$ cat src/hdl/stt_pkg.sv
`timescale 1ns / 1ps
// ----------------------------------------------------------------------------
// stt_pkg
// Shared types and character constants for the source text tokenizer.
// ----------------------------------------------------------------------------
package stt_pkg;

  // Token kinds as seen on the output port
  typedef enum logic [3:0] {
    KIND_SEMI     = 4'd0,
    KIND_EQUALS   = 4'd1,
    KIND_OPEN     = 4'd2,
    KIND_CLOSE    = 4'd3,
    KIND_OPERATOR = 4'd4,
    KIND_NUMBER   = 4'd5,
    KIND_IDENT    = 4'd6,
    KIND_KEYWORD  = 4'd7,
    KIND_ILLEGAL  = 4'd8
  } kind_e;

  // Character codes the scanner reacts to
  localparam logic [7:0] CHAR_TAB   = 8'h09;
  localparam logic [7:0] CHAR_NL    = 8'h0A;
  localparam logic [7:0] CHAR_SPACE = 8'h20;
  localparam logic [7:0] CHAR_OPEN  = 8'h28;
  localparam logic [7:0] CHAR_CLOSE = 8'h29;
  localparam logic [7:0] CHAR_STAR  = 8'h2A;
  localparam logic [7:0] CHAR_PLUS  = 8'h2B;
  localparam logic [7:0] CHAR_MINUS = 8'h2D;
  localparam logic [7:0] CHAR_SLASH = 8'h2F;
  localparam logic [7:0] CHAR_SEMI  = 8'h3B;
  localparam logic [7:0] CHAR_EQ    = 8'h3D;
  localparam logic [7:0] CHAR_UNDER = 8'h5F;

  // Token queue between front and back end
  localparam int unsigned QUEUE_DEPTH    = 4;
  localparam int unsigned QUEUE_PTR_BITS = 2;
  localparam int unsigned QUEUE_CNT_BITS = 3;

  // One finished token with output-width fields
  typedef struct packed {
    kind_e       kind;
    logic [7:0]  ch;
    logic [15:0] line;
    logic [15:0] start_col;
    logic [15:0] end_col;
    logic [15:0] len;
  } tok_t;

  // All tokens caused by one source byte (one or two)
  typedef struct packed {
    tok_t tok0;
    tok_t tok1;
    logic pair;
  } bundle_t;

  // Keyword text, one character per match position
  function automatic logic [7:0] kw_char(input logic [1:0] idx);
    logic [7:0] ch;
    case (idx)
      2'd0:    ch = 8'h56;  // V
      2'd1:    ch = 8'h61;  // a
      2'd2:    ch = 8'h72;  // r
      default: ch = 8'h00;
    endcase
    return ch;
  endfunction

endpackage

$ cat src/hdl/stt_front.sv
`timescale 1ns / 1ps
// ----------------------------------------------------------------------------
// stt_front
// Scanner front end: tracks line, column and the pending run, classifies each
// source byte and pushes the tokens it causes as one bundle.
// ----------------------------------------------------------------------------
module stt_front #(
  parameter int unsigned LINE_BITS   = 16,
  parameter int unsigned COLUMN_BITS = 16
) (
  input  logic            clk_i,
  input  logic            rst_ni,
  input  logic            in_valid_i,
  output logic            in_stall_o,
  input  logic [7:0]      char_byte_i,
  input  logic            start_of_source_i,
  input  logic            end_of_source_i,
  input  logic            full_i,
  output logic            push_o,
  output stt_pkg::bundle_t bundle_o
);
  import stt_pkg::*;

  localparam logic [LINE_BITS-1:0]   LineMax = {LINE_BITS{1'b1}};
  localparam logic [COLUMN_BITS-1:0] ColMax  = {COLUMN_BITS{1'b1}};
  localparam int unsigned LineW = (LINE_BITS > 16) ? LINE_BITS : 16;
  localparam int unsigned ColW  = (COLUMN_BITS > 16) ? COLUMN_BITS : 16;

  typedef enum logic [2:0] {
    MODE_IDLE   = 3'b001,
    MODE_NUMBER = 3'b010,
    MODE_IDENT  = 3'b100
  } mode_e;

  mode_e                  mode_q, mode_d;
  logic [LINE_BITS-1:0]   line_q, line_d;
  logic [COLUMN_BITS-1:0] col_q, col_d;
  logic [COLUMN_BITS-1:0] start_q, start_d;
  logic [COLUMN_BITS-1:0] len_q, len_d;
  logic [1:0]             kwp_q, kwp_d;
  logic                   kwm_q, kwm_d;
  logic                   halted_q, halted_d;

  mode_e                  cur_mode, mode_p;
  logic [LINE_BITS-1:0]   cur_line, line_p;
  logic [COLUMN_BITS-1:0] cur_col, col_p, cur_len, len_p, start_p;
  logic [1:0]             cur_kwp, kwp_p;
  logic                   cur_kwm, kwm_p, cur_halted, halted_p;
  logic                   accept;
  logic                   is_digit, is_alpha, run_grows, kw_hit;
  logic                   a_fire, b_fire, c_fire;
  kind_e                  b_kind;
  tok_t                   tok_a, tok_b, tok_c;

  // Clamp counters to the 16-bit output fields
  function automatic logic [15:0] sat_line(input logic [LINE_BITS-1:0] v);
    logic [LineW-1:0] w;
    w = LineW'(v);
    return (w > LineW'(17'h0FFFF)) ? 16'hFFFF : w[15:0];
  endfunction

  function automatic logic [15:0] sat_col(input logic [COLUMN_BITS-1:0] v);
    logic [ColW-1:0] w;
    w = ColW'(v);
    return (w > ColW'(17'h0FFFF)) ? 16'hFFFF : w[15:0];
  endfunction

  function automatic logic [COLUMN_BITS-1:0] inc_col(input logic [COLUMN_BITS-1:0] v);
    return (v == ColMax) ? v : v + 1'b1;
  endfunction

  // Build the token of a finished number or identifier run
  function automatic tok_t run_tok(input mode_e m, input logic [COLUMN_BITS-1:0] s,
                                   input logic [COLUMN_BITS-1:0] l, input logic [1:0] kp,
                                   input logic km, input logic [LINE_BITS-1:0] ln);
    tok_t t;
    logic [COLUMN_BITS:0]   sum;
    logic [COLUMN_BITS-1:0] e;
    sum = {1'b0, s} + {1'b0, l} - {{COLUMN_BITS{1'b0}}, 1'b1};
    e   = sum[COLUMN_BITS] ? ColMax : sum[COLUMN_BITS-1:0];
    if (m == MODE_IDENT) begin
      t.kind = (km && kp == 2'd3) ? KIND_KEYWORD : KIND_IDENT;
    end else begin
      t.kind = KIND_NUMBER;
    end
    t.ch        = 8'h00;
    t.line      = sat_line(ln);
    t.start_col = sat_col(s);
    t.end_col   = sat_col(e);
    t.len       = sat_col(l);
    return t;
  endfunction

  assign accept     = in_valid_i && !full_i;
  assign in_stall_o = full_i;

  // Apply start of source before the byte is scanned
  always_comb begin
    if (start_of_source_i) begin
      cur_mode   = MODE_IDLE;
      cur_line   = LINE_BITS'(1);
      cur_col    = '0;
      cur_len    = '0;
      cur_kwp    = 2'd0;
      cur_kwm    = 1'b0;
      cur_halted = 1'b0;
    end else begin
      cur_mode   = mode_q;
      cur_line   = line_q;
      cur_col    = col_q;
      cur_len    = len_q;
      cur_kwp    = kwp_q;
      cur_kwm    = kwm_q;
      cur_halted = halted_q;
    end
  end

  assign is_digit  = (char_byte_i >= 8'h30) && (char_byte_i <= 8'h39);
  assign is_alpha  = ((char_byte_i >= 8'h61) && (char_byte_i <= 8'h7A)) ||
                     ((char_byte_i >= 8'h41) && (char_byte_i <= 8'h5A));
  assign run_grows = ((cur_mode == MODE_NUMBER) && is_digit) ||
                     ((cur_mode == MODE_IDENT) &&
                      (is_alpha || is_digit || char_byte_i == CHAR_UNDER));
  assign kw_hit    = cur_kwm && (cur_kwp != 2'd3) && (char_byte_i == kw_char(cur_kwp));

  // Scan the byte: extend, end or start a run, or emit a single-character token
  always_comb begin
    mode_p   = cur_mode;
    line_p   = cur_line;
    col_p    = cur_col;
    start_p  = start_q;
    len_p    = cur_len;
    kwp_p    = cur_kwp;
    kwm_p    = cur_kwm;
    halted_p = cur_halted;
    a_fire   = 1'b0;
    b_fire   = 1'b0;
    b_kind   = KIND_SEMI;
    if (!cur_halted) begin
      if (run_grows) begin
        col_p = inc_col(cur_col);
        len_p = inc_col(cur_len);
        if (cur_mode == MODE_IDENT) begin
          kwp_p = kw_hit ? cur_kwp + 2'd1 : cur_kwp;
          kwm_p = kw_hit;
        end
      end else begin
        a_fire = (cur_mode != MODE_IDLE);
        mode_p = MODE_IDLE;
        if (char_byte_i == CHAR_NL) begin
          line_p = (cur_line == LineMax) ? cur_line : cur_line + 1'b1;
          col_p  = '0;
        end else begin
          col_p = inc_col(cur_col);
          case (char_byte_i) inside
            CHAR_SEMI: begin
              b_fire = 1'b1;
              b_kind = KIND_SEMI;
            end
            CHAR_EQ: begin
              b_fire = 1'b1;
              b_kind = KIND_EQUALS;
            end
            CHAR_OPEN: begin
              b_fire = 1'b1;
              b_kind = KIND_OPEN;
            end
            CHAR_CLOSE: begin
              b_fire = 1'b1;
              b_kind = KIND_CLOSE;
            end
            CHAR_PLUS, CHAR_MINUS, CHAR_STAR, CHAR_SLASH: begin
              b_fire = 1'b1;
              b_kind = KIND_OPERATOR;
            end
            CHAR_SPACE, CHAR_TAB, CHAR_UNDER: begin
            end
            default: begin
              if (is_digit) begin
                mode_p  = MODE_NUMBER;
                start_p = inc_col(cur_col);
                len_p   = COLUMN_BITS'(1);
                kwp_p   = 2'd0;
                kwm_p   = 1'b0;
              end else if (is_alpha) begin
                mode_p  = MODE_IDENT;
                start_p = inc_col(cur_col);
                len_p   = COLUMN_BITS'(1);
                kwp_p   = (char_byte_i == kw_char(2'd0)) ? 2'd1 : 2'd0;
                kwm_p   = (char_byte_i == kw_char(2'd0));
              end else begin
                b_fire   = 1'b1;
                b_kind   = KIND_ILLEGAL;
                halted_p = 1'b1;
              end
            end
          endcase
        end
      end
    end
  end

  // Flush the run left pending at end of source
  assign c_fire = end_of_source_i && !halted_p && (mode_p != MODE_IDLE);

  always_comb begin
    mode_d   = mode_p;
    line_d   = line_p;
    col_d    = col_p;
    start_d  = start_p;
    len_d    = len_p;
    kwp_d    = kwp_p;
    kwm_d    = kwm_p;
    halted_d = halted_p;
    if (c_fire) begin
      mode_d = MODE_IDLE;
      len_d  = '0;
      kwp_d  = 2'd0;
      kwm_d  = 1'b0;
    end
  end

  // Assemble the tokens in the order they occur
  always_comb begin
    tok_a = run_tok(cur_mode, start_q, cur_len, cur_kwp, cur_kwm, cur_line);
    tok_c = run_tok(mode_p, start_p, len_p, kwp_p, kwm_p, line_p);
    tok_b.kind      = b_kind;
    tok_b.ch        = char_byte_i;
    tok_b.line      = sat_line(line_p);
    tok_b.start_col = sat_col(col_p);
    tok_b.end_col   = sat_col(col_p);
    tok_b.len       = 16'd1;
    bundle_o.tok0 = a_fire ? tok_a : (b_fire ? tok_b : tok_c);
    bundle_o.tok1 = (a_fire && b_fire) ? tok_b : tok_c;
    bundle_o.pair = (a_fire && (b_fire || c_fire)) || (b_fire && c_fire);
    push_o        = accept && (a_fire || b_fire || c_fire);
  end

  // Hold scanner state, advance on each accepted request
  always_ff @(posedge clk_i or negedge rst_ni) begin
    if (!rst_ni) begin
      mode_q   <= MODE_IDLE;
      line_q   <= LINE_BITS'(1);
      col_q    <= '0;
      start_q  <= '0;
      len_q    <= '0;
      kwp_q    <= 2'd0;
      kwm_q    <= 1'b0;
      halted_q <= 1'b0;
    end else if (accept) begin
      mode_q   <= mode_d;
      line_q   <= line_d;
      col_q    <= col_d;
      start_q  <= start_d;
      len_q    <= len_d;
      kwp_q    <= kwp_d;
      kwm_q    <= kwm_d;
      halted_q <= halted_d;
    end
  end

endmodule

$ cat src/hdl/stt_queue.sv
`timescale 1ns / 1ps
// ----------------------------------------------------------------------------
// stt_queue
// Small FIFO of token bundles that decouples the scanner from the output.
// ----------------------------------------------------------------------------
module stt_queue (
  input  logic             clk_i,
  input  logic             rst_ni,
  input  logic             push_i,
  input  stt_pkg::bundle_t bundle_i,
  input  logic             pop_i,
  output stt_pkg::bundle_t head_o,
  output logic             empty_o,
  output logic             full_o
);
  import stt_pkg::*;

  bundle_t                   mem_q [QUEUE_DEPTH];
  logic [QUEUE_PTR_BITS-1:0] wr_ptr_q, rd_ptr_q;
  logic [QUEUE_CNT_BITS-1:0] count_q;

  assign empty_o = (count_q == '0);
  assign full_o  = (count_q == QUEUE_CNT_BITS'(QUEUE_DEPTH));
  assign head_o  = mem_q[rd_ptr_q];

  // Write the incoming bundle
  always_ff @(posedge clk_i) begin
    if (push_i) begin
      mem_q[wr_ptr_q] <= bundle_i;
    end
  end

  // Advance pointers and fill count
  always_ff @(posedge clk_i or negedge rst_ni) begin
    if (!rst_ni) begin
      wr_ptr_q <= '0;
      rd_ptr_q <= '0;
      count_q  <= '0;
    end else begin
      if (push_i) begin
        wr_ptr_q <= wr_ptr_q + 1'b1;
      end
      if (pop_i) begin
        rd_ptr_q <= rd_ptr_q + 1'b1;
      end
      if (push_i && !pop_i) begin
        count_q <= count_q + 1'b1;
      end else if (pop_i && !push_i) begin
        count_q <= count_q - 1'b1;
      end
    end
  end

endmodule

$ cat src/hdl/stt_back.sv
`timescale 1ns / 1ps
// ----------------------------------------------------------------------------
// stt_back
// Output stage: unpacks each bundle into single tokens and holds them in an
// output register until the consumer takes them.
// ----------------------------------------------------------------------------
module stt_back (
  input  logic             clk_i,
  input  logic             rst_ni,
  input  stt_pkg::bundle_t head_i,
  input  logic             empty_i,
  output logic             pop_o,
  output logic             out_valid_o,
  input  logic             out_stall_i,
  output logic [3:0]       token_kind_o,
  output logic [7:0]       token_char_o,
  output logic [15:0]      line_number_o,
  output logic [15:0]      start_column_o,
  output logic [15:0]      end_column_o,
  output logic [15:0]      token_length_o,
  output logic             last_result_o
);
  import stt_pkg::*;

  logic out_valid_q, sub_q, last_q, load, last_d;
  tok_t tok_q;

  assign load   = !out_valid_q || !out_stall_i;
  assign last_d = sub_q || !head_i.pair;
  assign pop_o  = load && !empty_i && last_d;

  // Track the output register and which half of the bundle is next
  always_ff @(posedge clk_i or negedge rst_ni) begin
    if (!rst_ni) begin
      out_valid_q <= 1'b0;
      sub_q       <= 1'b0;
    end else if (load) begin
      out_valid_q <= !empty_i;
      if (!empty_i) begin
        sub_q <= !last_d;
      end
    end
  end

  // Load the next token
  always_ff @(posedge clk_i) begin
    if (load && !empty_i) begin
      tok_q  <= sub_q ? head_i.tok1 : head_i.tok0;
      last_q <= last_d;
    end
  end

  assign out_valid_o    = out_valid_q;
  assign token_kind_o   = tok_q.kind;
  assign token_char_o   = tok_q.ch;
  assign line_number_o  = tok_q.line;
  assign start_column_o = tok_q.start_col;
  assign end_column_o   = tok_q.end_col;
  assign token_length_o = tok_q.len;
  assign last_result_o  = last_q;

endmodule

$ cat src/hdl/source_text_tokenizer_unit.sv
`timescale 1ns / 1ps
// Path: the tokens of a taken byte are written into the bundle queue, then loaded into the output register.
// Throughput: one source byte per cycle while the input is not stalled; the output drains one
// token per cycle while not stalled, so a byte that ends a run and gives a token of its own yields two.
// A four-entry bundle queue absorbs such bursts; the input stalls only when it is full.
// Reset: asynchronous, active low; line 1, column 0, no pending run, queue and output empty.
// ----------------------------------------------------------------------------
// source_text_tokenizer_unit
// Streaming lexical tokenizer: one source byte in, tokens with kind, line,
// start column, end column and length out.
// ----------------------------------------------------------------------------
module source_text_tokenizer_unit #(
  parameter int unsigned LINE_BITS   = 16,
  parameter int unsigned COLUMN_BITS = 16
) (
  input  logic        clk_i,
  input  logic        rst_ni,
  input  logic        in_valid_i,
  output logic        in_stall_o,
  input  logic [7:0]  char_byte_i,
  input  logic        start_of_source_i,
  input  logic        end_of_source_i,
  output logic        out_valid_o,
  input  logic        out_stall_i,
  output logic [3:0]  token_kind_o,
  output logic [7:0]  token_char_o,
  output logic [15:0] line_number_o,
  output logic [15:0] start_column_o,
  output logic [15:0] end_column_o,
  output logic [15:0] token_length_o,
  output logic        last_result_o
);
  import stt_pkg::*;

  logic    push, pop, empty, full;
  bundle_t push_bundle, head_bundle;

  // Scan and classify bytes
  stt_front #(
    .LINE_BITS  (LINE_BITS),
    .COLUMN_BITS(COLUMN_BITS)
  ) u_front (
    .clk_i            (clk_i),
    .rst_ni           (rst_ni),
    .in_valid_i       (in_valid_i),
    .in_stall_o       (in_stall_o),
    .char_byte_i      (char_byte_i),
    .start_of_source_i(start_of_source_i),
    .end_of_source_i  (end_of_source_i),
    .full_i           (full),
    .push_o           (push),
    .bundle_o         (push_bundle)
  );

  // Buffer token bundles
  stt_queue u_queue (
    .clk_i   (clk_i),
    .rst_ni  (rst_ni),
    .push_i  (push),
    .bundle_i(push_bundle),
    .pop_i   (pop),
    .head_o  (head_bundle),
    .empty_o (empty),
    .full_o  (full)
  );

  // Deliver tokens one at a time
  stt_back u_back (
    .clk_i         (clk_i),
    .rst_ni        (rst_ni),
    .head_i        (head_bundle),
    .empty_i       (empty),
    .pop_o         (pop),
    .out_valid_o   (out_valid_o),
    .out_stall_i   (out_stall_i),
    .token_kind_o  (token_kind_o),
    .token_char_o  (token_char_o),
    .line_number_o (line_number_o),
    .start_column_o(start_column_o),
    .end_column_o  (end_column_o),
    .token_length_o(token_length_o),
    .last_result_o (last_result_o)
  );

endmodule

$ cat config.mk
export PLATFORM = sky130hd
export DESIGN_NAME = source_text_tokenizer_unit
export DESIGN_NICKNAME = d
export VERILOG_FILES = /design/src/hdl/stt_pkg.sv /design/src/hdl/stt_front.sv /design/src/hdl/stt_queue.sv /design/src/hdl/stt_back.sv /design/src/hdl/source_text_tokenizer_unit.sv
export SDC_FILE = /design/constraint.sdc
export NUM_CORES = 1
export LEC_CHECK = 0
export BUFFER_PORTS_ARGS = -buffer_cell sky130_fd_sc_hd__buf_2
export CAP_MARGIN = 20
export CORE_UTILIZATION = 50
export CTS_CLUSTER_DIAMETER = 200
export DETAILED_ROUTE_END_ITERATION = 8
export GPL_ROUTABILITY_DRIVEN = 0
export HOLD_SLACK_MARGIN = 0.08
export PLACE_DENSITY_LB_ADDON = 0.25
export SETUP_SLACK_MARGIN = 0.3
export SLEW_MARGIN = 10
export SYNTH_ARGS = -nofsm -noshare
export SYNTH_HDL_FRONTEND = slang
export SYNTH_SLANG_ARGS = --single-unit
export TNS_END_PERCENT = 30
$ cat constraint.sdc
create_clock -name clk_i -period 7.4 [get_ports clk_i]
set_input_delay 1.11 -clock clk_i [delete_from_list [all_inputs] [get_ports clk_i]]
set_output_delay 1.11 -clock clk_i [all_outputs]
set_load 0.01 [all_outputs]
==> impl_metrics.env <==
export IMPL_critPathArrivalTime_ps=6380
export IMPL_port_buffers=92
export IMPL_grt_use_total_pct=24.0
export IMPL_vias_per_cell=6.12
export IMPL_synth_top_area_cell="edfxtp_1"
export IMPL_final_util_pct=56.8
export IMPL_clock_latency_ps=650
export IMPL_clkSlewWorstSetupHoldPaths_ps=60
export IMPL_antenna_found_initial=2
export IMPL_critPathLaunchType="input port"
export IMPL_synthDistinctLibCells=100
export IMPL_yosysWarnings=0
export IMPL_yosysSeqAreaShare_pct=64.8
export IMPL_fin_nets=2500
export IMPL_switching_power_mw=5.23
export IMPL_overflow=0
export IMPL_ys_flop_type="edfxtp_1"
export IMPL_synthesis_nets=2407
export IMPL_grt_pass1_vias=21325
export IMPL_fp_dieArea_sq_um=71100
export IMPL_coreArea_sq_um=68900
export IMPL_required_ps=7690
export IMPL_r2r_cells=19
export IMPL_avgSynthCellArea_sq_um=15.1
export IMPL_drcViolationCount=0
export IMPL_htree_levels=3
export IMPL_most_common_layout_cells="edfxtp_1, nand2_1, mux4_2, nor2_1, buf_2"
export IMPL_place_ws_ps=805
export IMPL_synthToLayoutAreaGrowth_pct=11.8
export IMPL_maxCapViolations=0
export IMPL_cts_resized=0
export IMPL_num_io_pins=93
export IMPL_dieWidth_microns=267
export IMPL_crit_type="in -> reg"
export IMPL_syn_inst=2324
export IMPL_cts_buffers=78
export IMPL_grt_pass1_wl_mm=128
export IMPL_synth_seq_cells=769
export IMPL_wirelength_mm=83.5
export IMPL_layout_drive_gt1_share_pct=21.9
export IMPL_period_share_pct=82.3
export IMPL_placedCellCount=3265
export IMPL_fin_cells=3412
export IMPL_relSlewSlack_pct=26.5
export IMPL_synth_edf_count=689
export IMPL_p_seq_share_pct=41.1
export IMPL_p_comb_share_pct=34.4
export IMPL_period_minus_slack_ps=6090
export IMPL_reg2reg_slack_ps=1800
export IMPL_worst_pin_slew_ps=1100
export IMPL_netlist_area_sq_um=35000
export IMPL_slew_viol_final=0
export IMPL_initial_utilization_pct=50.8
export IMPL_slowest_stage="o21ai_0"
export IMPL_synth_top_cell_area_share_pct=59.1
export IMPL_hold_violations=0
export IMPL_max_freq_mhz=164
export IMPL_post_cts_setup_buffer_count=0
export IMPL_dr_first_iter_drc_count=1883
export IMPL_cpPeakStageDelay_ps=710
export IMPL_status="completed"
export IMPL_ys_async_sr_fraction_pct=10.4
export IMPL_irDropWorstVdd_uv=292
export IMPL_critPathMaxFanout=14
export IMPL_die_height_microns=267
export IMPL_vias=20871
export IMPL_layout_setup_ws_ps=1310
export IMPL_hold_buffers=0
export IMPL_cts_tree="yes"
export IMPL_rows=96
export IMPL_setup_violations=0
export IMPL_finalPower_mw=15.9
export IMPL_drtPass1Iterations=5
export IMPL_rr_endpoint="u_queue.mem_q[2][97]"
export IMPL_postRouteAntennaNets=0
export IMPL_hpwl_mm=53.5
export IMPL_swShare_pct=33.0
export IMPL_setup_tns_ps=0
export IMPL_endpoint_kind="flip-flop"
export IMPL_wire_per_inst_microns=24.5
export IMPL_powerDensity_nw_per_um2=405
export IMPL_worst_r2r_startpoint="u_front.col_q[0]"
export IMPL_leakagePower_nw=13.6
export IMPL_hold_path_class="in -> async"
export IMPL_grt_max_degree=101
export IMPL_fin_worst_skew_ps=29.3
export IMPL_cp_cell_sequence="buf_2, nor4_1, a21o_1, o21ai_0, nand3_1, buf_4, a21oi_1, ha_1, inv_1, ha_1, a211o_1, a211o_1, a41o_1, a21boi_0, nor3_1, buf_4, o31ai_1, o2111ai_1"
export IMPL_cts_buffer_depth=3
export IMPL_p_int_mw=10.6
export IMPL_cts_root_buffer="clkbuf_16"
export IMPL_clock_sinks=769
export IMPL_p_clk_share_pct=24.5
export IMPL_synthTopCellsByArea="edfxtp_1, mux4_2, dfrtp_1"
export IMPL_grt_setup_unrepaired="false"
export IMPL_layout_commonest_cell="edfxtp_1"
## layer usage
layer | track usage, % | part of all wire [%] | vias up
li1 | - | - | 9236
met1 | 33.0 | 42 | 10671
met2 | 38.3 | 48 | 786
met3 | 4.06 | 6.7 | 176
met4 | 9.86 | 3.4 | 2
met5 | 0 | 0.013 | -
## power groups by stage
| stage | clock, mW | sequential [mW] | combinational, mW |
|---|---|---|---|
| after floorplan | 0 | 6.61 | 3.72 |
| after global placement | 0 | 6.56 | 5.34 |
| after detailed placement | 0 | 6.61 | 5.44 |
| after CTS | 3.96 | 6.53 | 5.47 |
| after global routing | 4.11 | 6.60 | 5.87 |
| final | 3.89 | 6.52 | 5.46 |
## worst max-delay path, delay by kind of cell
family                     cells  cell delay [ps]
buffers and inverters          4              870
AOI/OAI and AO/OA              9             3060
and+or+nand+nor                3              890
adders and majority gates      2              430
## cell families (layout without fill, tap and decap cells)
group                      after synthesis  after routing  synth area share [%]
muxes                                  249            249                  12.9
other                                    0              1                     0
AOI/OAI and AO/OA                      378            378                  7.34
adders and majority gates               69             69                  2.53
buffers and inverters                  214            370                  2.48
and+or+nand+nor                        568            568                  8.08
xor gates and xnor gates                77             77                  1.93
DFF                                    769            769                  64.8
## how the worst max path moves through the flow
stage	startpoint	end	slack [ps]	depth (start not counted)
after global placement	char_byte_i[1]	u_queue.mem_q[0][32]	1010	18
after detailed placement	start_of_source_i	u_queue.mem_q[3][97]	810	20
final	char_byte_i[1]	u_queue.mem_q[2][97]	1310	18
after floorplan	char_byte_i[3]	u_queue.mem_q[0][0]	370	9
after CTS	start_of_source_i	u_queue.mem_q[1][97]	1440	20
after global routing	start_of_source_i	u_queue.mem_q[3][97]	810	20
## cell usage after synthesis, types with 10 or more instances
| master | count |
|---|---|
| a211oi_1 | 10 |
| a21oi_1 | 85 |
| a31oi_1 | 15 |
| and2_1 | 16 |
| and3_1 | 27 |
| buf_1 | 23 |
| buf_2 | 24 |
| clkbuf_1 | 71 |
| dfrtp_1 | 78 |
| edfxtp_1 | 689 |
| ha_1 | 66 |
| inv_1 | 90 |
| mux2_2 | 83 |
| mux2i_1 | 12 |
| mux4_2 | 153 |
| nand2_1 | 195 |
| nand2b_1 | 14 |
| nand3_1 | 37 |
| nand4_1 | 16 |
| nor2_1 | 134 |
| nor2b_1 | 26 |
| nor3_1 | 29 |
| o2111ai_1 | 10 |
| o21a_1 | 14 |
| o21ai_0 | 91 |
| o221ai_1 | 12 |
| o22ai_1 | 19 |
| o31ai_1 | 20 |
| xnor2_1 | 51 |
| xor2_1 | 26 |
## per-stage QoR
| step | instance area (sq um) | hold slack, ps |
|---|---|---|
| 2_1_floorplan | 35000 | 431 |
| 3_3_place_gp | 36600 | 460 |
| 3_5_place_dp | 36600 | 467 |
| 4_1_cts | 39100 | 256 |
| 5_1_grt | 39200 | 277 |
| 6_report | 39200 | 280 |
## layout make-up
cell class	count	area, sq um
Timing Repair Buffer	137	903
Clock buffer	93	2060
Sequential cell	769	22700
Antenna cell	1	2.50
Multi-Input combinational cell	1341	11500
Tap cell	931	1160
Inverter	90	338
Clock inverter	50	480
Fill cell	5364	29800
## state kept, by name (all words and copies together), names as in the netlist
register / count
u_front.mode_q: 3
u_back.sub_q: 1
u_back.start_column_o: 16
u_front.halted_q: 1
u_back.out_valid_o: 1
u_queue.rd_ptr_q: 2
u_front.len_q: 16
u_back.end_column_o: 16
u_queue.wr_ptr_q: 2
u_queue.mem_q: 612
u_back.token_kind_o: 4
u_back.token_length_o: 16
u_front.start_q: 16
u_front.kwp_q: 2
u_front.kwm_q: 1
u_back.token_char_o: 8
u_front.line_q: 16
u_queue.count_q: 3
u_back.line_number_o: 16
u_back.last_result_o: 1
u_front.col_q: 16
Power figures use the tool's default switching activity.
